[src/rtl/assert_macros.svh]
// Assertion macros used by the top-level RTL file of the gradient color block.
// Each macro expects signals named clk and rst_n in the scope where it is used.
`ifndef ASSERT_MACROS_SVH
`define ASSERT_MACROS_SVH

// Same-cycle implication, checked while out of reset.
`define AGC_ASSERT_IMP(lbl, ante, cons, msg) \
  lbl: assert property (@(posedge clk) disable iff (!rst_n) (ante) |-> (cons)) \
    else $error(msg);

// Next-cycle implication, checked while out of reset.
`define AGC_ASSERT_NXT(lbl, ante, cons, msg) \
  lbl: assert property (@(posedge clk) disable iff (!rst_n) (ante) |=> (cons)) \
    else $error(msg);

`endif

[src/rtl/agc_pkg.sv]
// Package of the animated gradient color block: field widths, fixed-point
// constants, segment types, color table and the quarter-wave sine table.
// No dependencies; every other RTL file but assert_macros.svh imports it.
`default_nettype none

package agc_pkg;

  localparam int POS_W   = 17;
  localparam int TIME_W  = 32;
  localparam int CHAN_W  = 8;
  localparam int PHASE_W = 16;
  localparam int DIFF_W  = 15;

  // Quarter-wave sine table, SINE_TABLE_DEPTH + 1 entries in Q1.15.
  localparam int SINE_TABLE_DEPTH = 256;
  localparam int SINE_IDX_W       = $clog2(SINE_TABLE_DEPTH + 1);

  localparam logic [15:0] K_MOVE    = 16'd55706;
  localparam logic [12:0] K_STRETCH = 13'd7864;
  localparam logic [14:0] K_SPATIAL = 15'd29491;
  localparam logic [20:0] K_DRIFT   = 21'd2050696;
  localparam logic [9:0]  K_WOBBLE  = 10'd983;

  localparam logic [63:0] HALF_PI_Q30 = 64'd1686629713;

  localparam logic [15:0] SEG1_START   = 16'd21627;
  localparam logic [15:0] SEG2_START   = 16'd43254;
  localparam logic [14:0] SEG_NARROW_W = 15'd21627;
  localparam logic [14:0] SEG_WIDE_W   = 15'd22282;

  // floor(2^46 / width), used to divide a Q0.16 offset by a segment width.
  localparam logic [31:0] RECIP_NARROW = 32'((64'd1 << 46) / 64'd21627);
  localparam logic [31:0] RECIP_WIDE   = 32'((64'd1 << 46) / 64'd22282);

  typedef enum logic [1:0] {
    SEG_RG = 2'd0,
    SEG_GB = 2'd1,
    SEG_BR = 2'd2
  } seg_t;

  // Segment and offset into it, handed from the phase front end to the shader.
  typedef struct packed {
    seg_t              seg;
    logic [DIFF_W-1:0] diff;
  } seg_item_t;

  // Fixed colors in Q1.16, rows red, green, blue; columns R, G, B.
  localparam logic [16:0] SEG_COLOR [3][3] = '{
    '{17'd65536, 17'd3932,  17'd10486},
    '{17'd3932,  17'd58982, 17'd14418},
    '{17'd5243,  17'd26214, 17'd65536}
  };

  typedef logic [15:0] sine_rom_t [SINE_TABLE_DEPTH + 1];

  // Two truncating Q2.30 multiplies by x: next odd power of the series.
  function automatic logic [63:0] taylor_next(input logic [63:0] term, input logic [63:0] x);
    logic [63:0] t;
    t = (term * x) >> 30;
    t = (t * x) >> 30;
    return t;
  endfunction

  // sin(pi/2 * idx / depth) in Q1.15 by an 11th-order series in Q2.30.
  function automatic logic [15:0] sine_entry(input logic [63:0] idx);
    logic [63:0] x;
    logic [63:0] sum;
    logic [63:0] term;
    x    = (HALF_PI_Q30 * idx) / SINE_TABLE_DEPTH;
    sum  = x;
    term = taylor_next(x, x) / 64'd6;
    sum  = (sum >= term) ? sum - term : 64'd0;
    term = taylor_next(term, x) / 64'd20;
    sum  = sum + term;
    term = taylor_next(term, x) / 64'd42;
    sum  = (sum >= term) ? sum - term : 64'd0;
    term = taylor_next(term, x) / 64'd72;
    sum  = sum + term;
    term = taylor_next(term, x) / 64'd110;
    sum  = (sum >= term) ? sum - term : 64'd0;
    sum  = (sum * 64'd32768 + 64'd536870912) >> 30;
    if (sum > 64'd32768) begin
      sum = 64'd32768;
    end
    return sum[15:0];
  endfunction

  function automatic sine_rom_t build_sine_rom();
    sine_rom_t rom;
    for (int i = 0; i <= SINE_TABLE_DEPTH; i++) begin
      rom[i] = sine_entry(64'(i));
    end
    return rom;
  endfunction

  localparam sine_rom_t SINE_ROM = build_sine_rom();

endpackage

`default_nettype wire

[src/rtl/agc_out_if.sv]
// Result channel of the gradient color block: valid, ready and one RGB color.
// Depends on agc_pkg for the channel width.
`default_nettype none

interface agc_out_if;
  import agc_pkg::*;

  logic              valid;
  logic              ready;
  logic [CHAN_W-1:0] red;
  logic [CHAN_W-1:0] green;
  logic [CHAN_W-1:0] blue;

  modport source (output valid, output red, output green, output blue, input ready);
  modport sink   (input valid, input red, input green, input blue, output ready);
endinterface

`default_nettype wire

[src/rtl/agc_shade.sv]
// Back end of the gradient color pipeline: segment offset to smoothstep weight
// to an 8-bit RGB color. Uses agc_pkg and agc_out_if.
`default_nettype none

module agc_shade (
  input  wire logic              clk,
  input  wire logic              rst_n,
  input  wire logic              mid_valid,
  output logic                   mid_ready,
  input  wire agc_pkg::seg_item_t mid_item,
  agc_out_if.source              out_chan
);
  import agc_pkg::*;

  localparam int STAGES = 6;

  logic [STAGES-1:0] vld_r;
  logic [STAGES:0]   rdy;

  seg_item_t    item1_r;
  logic [15:0]  quot_r;
  seg_t         seg2_r;
  logic [15:0]  u2_r;
  seg_t         seg3_r;
  logic [15:0]  usq_r;
  logic [15:0]  u3_r;
  seg_t         seg4_r;
  logic [16:0]  w_r;
  logic [32:0]  c_r [3];
  logic [CHAN_W-1:0] rgb_r [3];

  logic [31:0]  recip;
  logic [46:0]  quot_prod;
  logic [14:0]  seg_width;
  logic [30:0]  num;
  logic [30:0]  qw;
  logic [30:0]  rem;
  logic [15:0]  u_nxt;
  logic [32:0]  usq_prod;
  logic [17:0]  k_coef;
  logic [33:0]  w_prod;
  logic [16:0]  w_nxt;
  logic [1:0]   cur_idx;
  logic [1:0]   nxt_idx;
  logic signed [17:0] delta;
  logic signed [35:0] blend;
  logic signed [35:0] c_full;
  logic [32:0]  c_nxt [3];
  logic [41:0]  scaled;
  logic [CHAN_W-1:0] rgb_nxt [3];

  always_comb begin
    rdy[STAGES] = out_chan.ready;
    for (int i = STAGES - 1; i >= 0; i--) begin
      rdy[i] = !vld_r[i] || rdy[i+1];
    end
  end

  always_ff @(posedge clk) begin
    if (!rst_n) begin
      vld_r <= '0;
    end else begin
      if (rdy[0]) begin
        vld_r[0] <= mid_valid;
      end
      for (int i = 1; i < STAGES; i++) begin
        if (rdy[i]) begin
          vld_r[i] <= vld_r[i-1];
        end
      end
    end
  end

  assign mid_ready      = rdy[0];
  assign out_chan.valid = vld_r[STAGES-1];
  assign out_chan.red   = rgb_r[0];
  assign out_chan.green = rgb_r[1];
  assign out_chan.blue  = rgb_r[2];

  // Stage 1: quotient estimate by the reciprocal of the segment width.
  // It is exact or one short.
  always_comb begin
    recip     = (mid_item.seg == SEG_BR) ? RECIP_WIDE : RECIP_NARROW;
    quot_prod = 47'(mid_item.diff) * 47'(recip);
  end

  always_ff @(posedge clk) begin
    if (rdy[0]) begin
      item1_r <= mid_item;
      quot_r  <= quot_prod[45:30];
    end
  end

  // Stage 2: correct the estimate by the remainder.
  always_comb begin
    seg_width = (item1_r.seg == SEG_BR) ? SEG_WIDE_W : SEG_NARROW_W;
    num       = {item1_r.diff, 16'h0000};
    qw        = 31'(quot_r) * 31'(seg_width);
    rem       = num - qw;
    u_nxt     = (rem >= 31'(seg_width)) ? quot_r + 16'd1 : quot_r;
  end

  always_ff @(posedge clk) begin
    if (rdy[1]) begin
      u2_r   <= u_nxt;
      seg2_r <= item1_r.seg;
    end
  end

  // Stage 3: u squared, rounded to Q0.16.
  always_comb begin
    usq_prod = 33'(u2_r) * 33'(u2_r) + 33'h8000;
  end

  always_ff @(posedge clk) begin
    if (rdy[2]) begin
      usq_r  <= usq_prod[31:16];
      u3_r   <= u2_r;
      seg3_r <= seg2_r;
    end
  end

  // Stage 4: smoothstep weight u*u*(3-2u), held to one.
  always_comb begin
    k_coef = 18'd196608 - {1'b0, u3_r, 1'b0};
    w_prod = 34'(usq_r) * 34'(k_coef) + 34'h8000;
    w_nxt  = (w_prod[33:16] > 18'd65536) ? 17'd65536 : w_prod[32:16];
  end

  always_ff @(posedge clk) begin
    if (rdy[3]) begin
      w_r    <= w_nxt;
      seg4_r <= seg3_r;
    end
  end

  // Stage 5: mix the segment's two colors per channel in Q1.32.
  always_comb begin
    unique case (seg4_r)
      SEG_RG:  begin cur_idx = 2'd0; nxt_idx = 2'd1; end
      SEG_GB:  begin cur_idx = 2'd1; nxt_idx = 2'd2; end
      SEG_BR:  begin cur_idx = 2'd2; nxt_idx = 2'd0; end
      default: begin cur_idx = 2'd0; nxt_idx = 2'd1; end
    endcase
    delta  = '0;
    blend  = '0;
    c_full = '0;
    for (int j = 0; j < 3; j++) begin
      delta  = $signed({1'b0, SEG_COLOR[nxt_idx][2'(j)]})
             - $signed({1'b0, SEG_COLOR[cur_idx][2'(j)]});
      blend  = delta * $signed({1'b0, w_r});
      c_full = $signed({3'b000, SEG_COLOR[cur_idx][2'(j)], 16'h0000}) + blend;
      c_nxt[j] = c_full[35] ? 33'd0 : c_full[32:0];
    end
  end

  always_ff @(posedge clk) begin
    if (rdy[4]) begin
      c_r <= c_nxt;
    end
  end

  // Stage 6: scale by 255 with rounding and clamp to 8 bits.
  always_comb begin
    scaled = '0;
    for (int j = 0; j < 3; j++) begin
      scaled = (42'(c_r[j]) << 8) - 42'(c_r[j]) + (42'd1 << 31);
      rgb_nxt[j] = (scaled[41:32] > 10'd255) ? 8'd255 : scaled[39:32];
    end
  end

  always_ff @(posedge clk) begin
    if (rdy[5]) begin
      rgb_r <= rgb_nxt;
    end
  end

endmodule

`default_nettype wire

[src/flat_wrapper.sv]
// flat-port wrapper written by rule: the top's interface ports become plain ports
module agc_shade_flat import agc_pkg::*;
  (clk, rst_n, mid_valid, mid_ready, mid_item, out_chan_valid, out_chan_red, out_chan_green, out_chan_blue, out_chan_ready);
  agc_out_if out_chan_i ();
  input  wire logic clk;
  input  wire logic rst_n;
  input  wire logic mid_valid;
  output logic mid_ready;
  input  wire agc_pkg::seg_item_t mid_item;
  output wire logic [$bits(out_chan_i.valid)-1:0] out_chan_valid;
  output wire logic [$bits(out_chan_i.red)-1:0] out_chan_red;
  output wire logic [$bits(out_chan_i.green)-1:0] out_chan_green;
  output wire logic [$bits(out_chan_i.blue)-1:0] out_chan_blue;
  input wire logic [$bits(out_chan_i.ready)-1:0] out_chan_ready;
  assign out_chan_valid = out_chan_i.valid;
  assign out_chan_red = out_chan_i.red;
  assign out_chan_green = out_chan_i.green;
  assign out_chan_blue = out_chan_i.blue;
  assign out_chan_i.ready = out_chan_ready;
  agc_shade u_core (.clk(clk), .rst_n(rst_n), .mid_valid(mid_valid), .mid_ready(mid_ready), .mid_item(mid_item), .out_chan(out_chan_i));
endmodule
[config.mk]
export PLATFORM = sky130hd
export DESIGN_NAME = agc_shade_flat
export DESIGN_NICKNAME = d
export VERILOG_FILES = /design/src/rtl/assert_macros.svh /design/src/rtl/agc_pkg.sv /design/src/rtl/agc_out_if.sv /design/src/rtl/agc_shade.sv /design/src/flat_wrapper.sv
export SDC_FILE = /design/constraint.sdc
export NUM_CORES = 2
export LEC_CHECK = 0
export ABC_CLOCK_PERIOD_IN_PS = 11750
export BUFFER_PORTS_ARGS = -buffer_cell sky130_fd_sc_hd__buf_4
export CAP_MARGIN = 30
export CORE_ASPECT_RATIO = 0.9
export CORE_MARGIN = 3
export CORE_UTILIZATION = 40
export DETAILED_ROUTE_END_ITERATION = 8
export PLACE_DENSITY = 0.65
export SLEW_MARGIN = 10
export SYNTH_ARGS = -nofsm -noshare
export SYNTH_HDL_FRONTEND = slang
export SYNTH_SLANG_ARGS = --single-unit
[constraint.sdc]
create_clock -name clk -period 11.75 [get_ports clk]
set_input_delay 2.35 -clock clk [delete_from_list [all_inputs] [get_ports clk]]
set_output_delay 2.35 -clock clk [all_outputs]
set_load 0.01 [all_outputs]
==> results by group <==
Synthesis
  • Leading cell types by total area after synthesis: fa_1 43%, ha_1 18%, inv_1 11%
  • Netlist cell types: 90
  • Largest area contributor in the synthesized netlist: fa_1
  • Number of synthesized register bits: 191
  • Area share of the largest cell type after synthesis: 42.99%
  • Mux contribution to synthesized area: 0.2226%
  • Share of flip-flops with an asynchronous set or reset: 0%
  • Share of the synthesized netlist area taken by xor and xnor gates: 2.649%
  • Post-synthesis share of cell area spent on and, or, nand and nor gates: 9.221%
  • Main combinational cell family by area after synthesis: adder cells
  • Number of warning messages in the yosys log: 0
  • Top flip-flop cell by instance count after synthesis: edfxtp_1
  • Complex-gate fraction of the synthesized area: 5.698%
  • Instance count of the mapped netlist: 6266
  • Synthesized area divided by synthesized cell count: 9.868 um^2
  • Netlist Area Pre-Place: 0.06184 mm^2
  • EDFF count, synth: 185
  • Sequential element share of the synthesized area: 9.178%
  • Share of synthesized cell area in full adder, half adder and majority cells: 60.80%

STA
  • Max Clock Freq: 105.5 MHz
  • Worst slew margin: 31.37%
  • Final critical-path share of the clock period: 80.68%
  • RSZ-0062 raised after global routing: false
  • Total negative setup slack: 0 ps
  • Final setup viols: 0
  • Max-slew violation count: 0
  • Minimum clock period: 9480 ps
  • Pin slew with the least headroom to its limit: 1024 ps
  • Final Hold Fails: 0
  • Post-route clock skew: 25.68 ps

Floorplanning
  • Die X: 420.4 um
  • Vertical extent of the die: 379 um
  • Core Footprint: 0.1531 mm^2
  • Number of ports placed on the die boundary: 47
  • Rows: 136
  • Initial standard-cell utilization of the core: 40.38%
  • Die footprint: 0.1593 mm^2

GRT
  • Maximum number of pins on one net before global-route repair: 66
  • Wire length of the first global-routing pass: 237200 um
  • Via count of the first global-routing pass: 44830
  • Initial antenna violation count: 3
  • Total global-route track usage: 19.02%
  • Final global-route overflow total: 0

Routing
  • Initial detailed-routing violation count: 2435
  • Number of remaining DRC errors: 0
  • Antenna violation net count after detailed routing: 0
  • Number of detailed-routing iterations run before antenna repair: 8
  • Via/cell ratio: 4.904
  • Total routed wirelength: 142700 um
  • Total vias in the final route: 40750
  • Detailed-route wire length per cell: 17.17 um

Clock network
  • Post-CTS Setup Inserts: 0
  • Cell at the root of the clock tree: clkbuf_16
  • TritonCTS clock tree: built
  • Total of hold buffers inserted after clock tree synthesis: 0
  • Maximum buffer depth of the clock tree: 2
  • Clock latency reported for the late side of the worst-skew pair: 550 ps
  • CTS Sinks: 191
  • Deepest level of the CTS H-tree: 4
  • Clock-pin slew on the worst setup and hold paths: 90 ps
  • Count of cells resized by post-cts repair: 0
  • Inserted Clock Buffers: 17

Worst setup path
  • List of cells traversed by the critical path: buf_4, nand2b_1, nand2_1, inv_1, fa_1, fa_1, inv_1, fa_1, fa_1, inv_1, fa_1, fa_1, ha_1, a21oi_1, o21ai_0, a221oi_1, o21ai_0, o31ai_1, o211ai_1, nand4_1, nor2_1, or2_2, xor2_1
  • Endpoint kind of the worst setup timing path: register
  • Path length in cells of the critical path: 23
  • Startpoint kind of the worst setup timing path: primary input
  • Worst path most repeated cell: fa_1
  • Top fanout value on the critical path: 12
  • Data required time of the worst path: 12050 ps
  • Slowest cell delay on critical path: 620 ps
  • Category of the most critical setup path: primary input to register
  • CP top delay family: adder cells
  • Number of cells on the worst reg-to-reg path: 23
  • Arr. time, crit path: 9780 ps
  • Number of buffer and inverter instances along the worst setup path: 4
  • Critical-path cell with the highest stage delay: nand2b_1

Finish
  • Proportion of layout cells with a drive suffix above 1: 2.758%
  • Number of filler cells placed in the layout: 14780
  • Layout Nets: 8524
  • Util after Layout: 42.66%
  • Sequential cell area: 0.005675 mm^2
  • Area of the multi-input gates: 0.04894 mm^2
  • Non-filler cells, final: 8310
  • Layout area overhead: 5.645%

Min path
  • Number of cells traversed by the worst hold path: 0
  • Path type of the worst min-delay path: register to register

Place
  • Routability congestion estimate from global placement: 0.9269
  • Cell count after placement: 8271
  • Total of buffers placed on input and output ports: 38
  • Estimated wirelength of the detail-placed design: 123100 um

Job
  • Max Cap Violations: 0

Run status
  • Outcome: finished clean
-- logic make-up (layout without fill, tap and decap cells) --
group                    Yosys count  in the layout
multiplexers                      12             12
AND/OR/NAND/NOR                 1147           1147
other                              2             66
AO/OA/AOI/OAI                    517            517
flip-flops                       191            191
buffers and inverters           2002           1981
adder cells (fa/ha/maj)         2208           2208
XOR/XNOR                         187            187
-- per-stage QoR --
step                area [um^2]  hold slack [ps]  setup slack (ps)
finish                    65330            426.2              2270
global route              65330            435.6              1962
CTS                       65260            428.6              2361
detailed placement        64660            406.3              1779
global placement          64630            406.4              1790
floorplan                 62070            400.3              3079
-- state kept, by name, indices dropped and copies added, names as in the netlist, 8 cells and up --
name	count
u_core.out_chan.green	8
u_core.usq_r	16
u_core.u2_r	16
u_core.quot_r	16
u_core.out_chan.red	8
u_core.u3_r	16
u_core.item1_r	17
u_core.c_r	65
u_core.w_r	17
-- path summary, 6_finish.rpt --
path,slack [ps],start,to
min reg2reg,430,u_core.seg3_r[0],u_core.seg4_r[0]
max,2270,mid_item[15],u_core.quot_r[10]
min,430,u_core.seg3_r[0],u_core.seg4_r[0]
max reg2reg,2540,u_core.seg4_r[0],u_core.c_r[98]
-- layer usage --
metal	vias to the layer above	track usage, %	wire length (um)
li1	18980	-	-
met1	20730	25.58	62630
met2	922	31.78	68560
met3	112	3.787	8717
met4	0	4.120	2759
met5	-	0	0
-- worst register-to-register path: stages, from the launching register on --
cell and delay (ps):
edfxtp_1 400, inv_1 80, ha_1 780, buf_4 520, nand2_1 410, inv_1 230
fa_1 630, fa_1 860, fa_1 580, inv_1 110, fa_1 440, fa_1 510
fa_1 500, inv_1 40, ha_1 340, a21o_1 200, a21oi_1 370, nand3b_1 130
a211oi_1 470, o21ai_0 350, a31oi_1 340, xnor2_2 140, buf_4 340, a21oi_1 130
-- cell usage in the layout, fill, tap and decap left out, types with 14 or more instances in the layout --
| master | Yosys | routed |
|---|---|---|
| o21a_1 | 20 | 20 |
| inv_1 | 1875 | 1875 |
| nor2_1 | 230 | 230 |
| and2_1 | 241 | 241 |
| and3_1 | 19 | 19 |
| nand2_1 | 343 | 342 |
| conb_1 | 2 | 65 |
| fa_1 | 1328 | 1328 |
| xor2_1 | 56 | 55 |
| or2_2 | 24 | 24 |
| a31oi_1 | 15 | 15 |
| nand3_1 | 48 | 47 |
| nor2b_1 | 38 | 38 |
| edfxtp_1 | 185 | 185 |
| nor3_1 | 52 | 52 |
| o21ai_0 | 77 | 77 |
| clkbuf_16 | 0 | 19 |
| buf_4 | 9 | 64 |
| o21bai_1 | 14 | 14 |
| a211oi_1 | 25 | 25 |
| nor4_1 | 16 | 16 |
| a21oi_1 | 141 | 141 |
| a21o_1 | 78 | 78 |
| xnor2_1 | 131 | 121 |
| nand2b_1 | 64 | 64 |
| nand4_1 | 23 | 23 |
| ha_1 | 880 | 880 |
-- synth_stat cells (7+ instances only) --
master,instances
nand4_1,23
nor3b_1,7
a21boi_0,8
or2_2,24
clkbuf_1,106
fa_1,1328
a211oi_1,25
o21ai_1,11
and4_1,9
ha_1,880
mux2i_1,7
and2_1,241
o211ai_1,11
xnor2_1,131
o21bai_1,14
nor4_1,16
buf_4,9
inv_1,1875
a211o_1,10
a31o_2,9
nand3_1,48
or3_1,11
nor2b_1,38
o2111ai_1,7
a31oi_1,15
xor2_1,56
nand2b_1,64
a21o_1,78
o21a_1,20
o31ai_1,11
and3_1,19
nor2_1,230
nor3_1,52
edfxtp_1,185
a311oi_1,8
a21oi_1,141
o21ai_0,77
nand2_1,343
-- cell type report --
class	instances	share of cell area (%)
multi-input cells	4136	74.91
inverters	1879	10.80
flip-flops and latches	191	8.688
well taps	2001	3.833
repair buffers	70	0.8581
clock buffers	20	0.7336
clock inverters	12	0.1781
diodes	1	0.003831
Power is not shown: default switching activity piles up to over one toggle a cycle in this logic, so the estimate is an artifact.
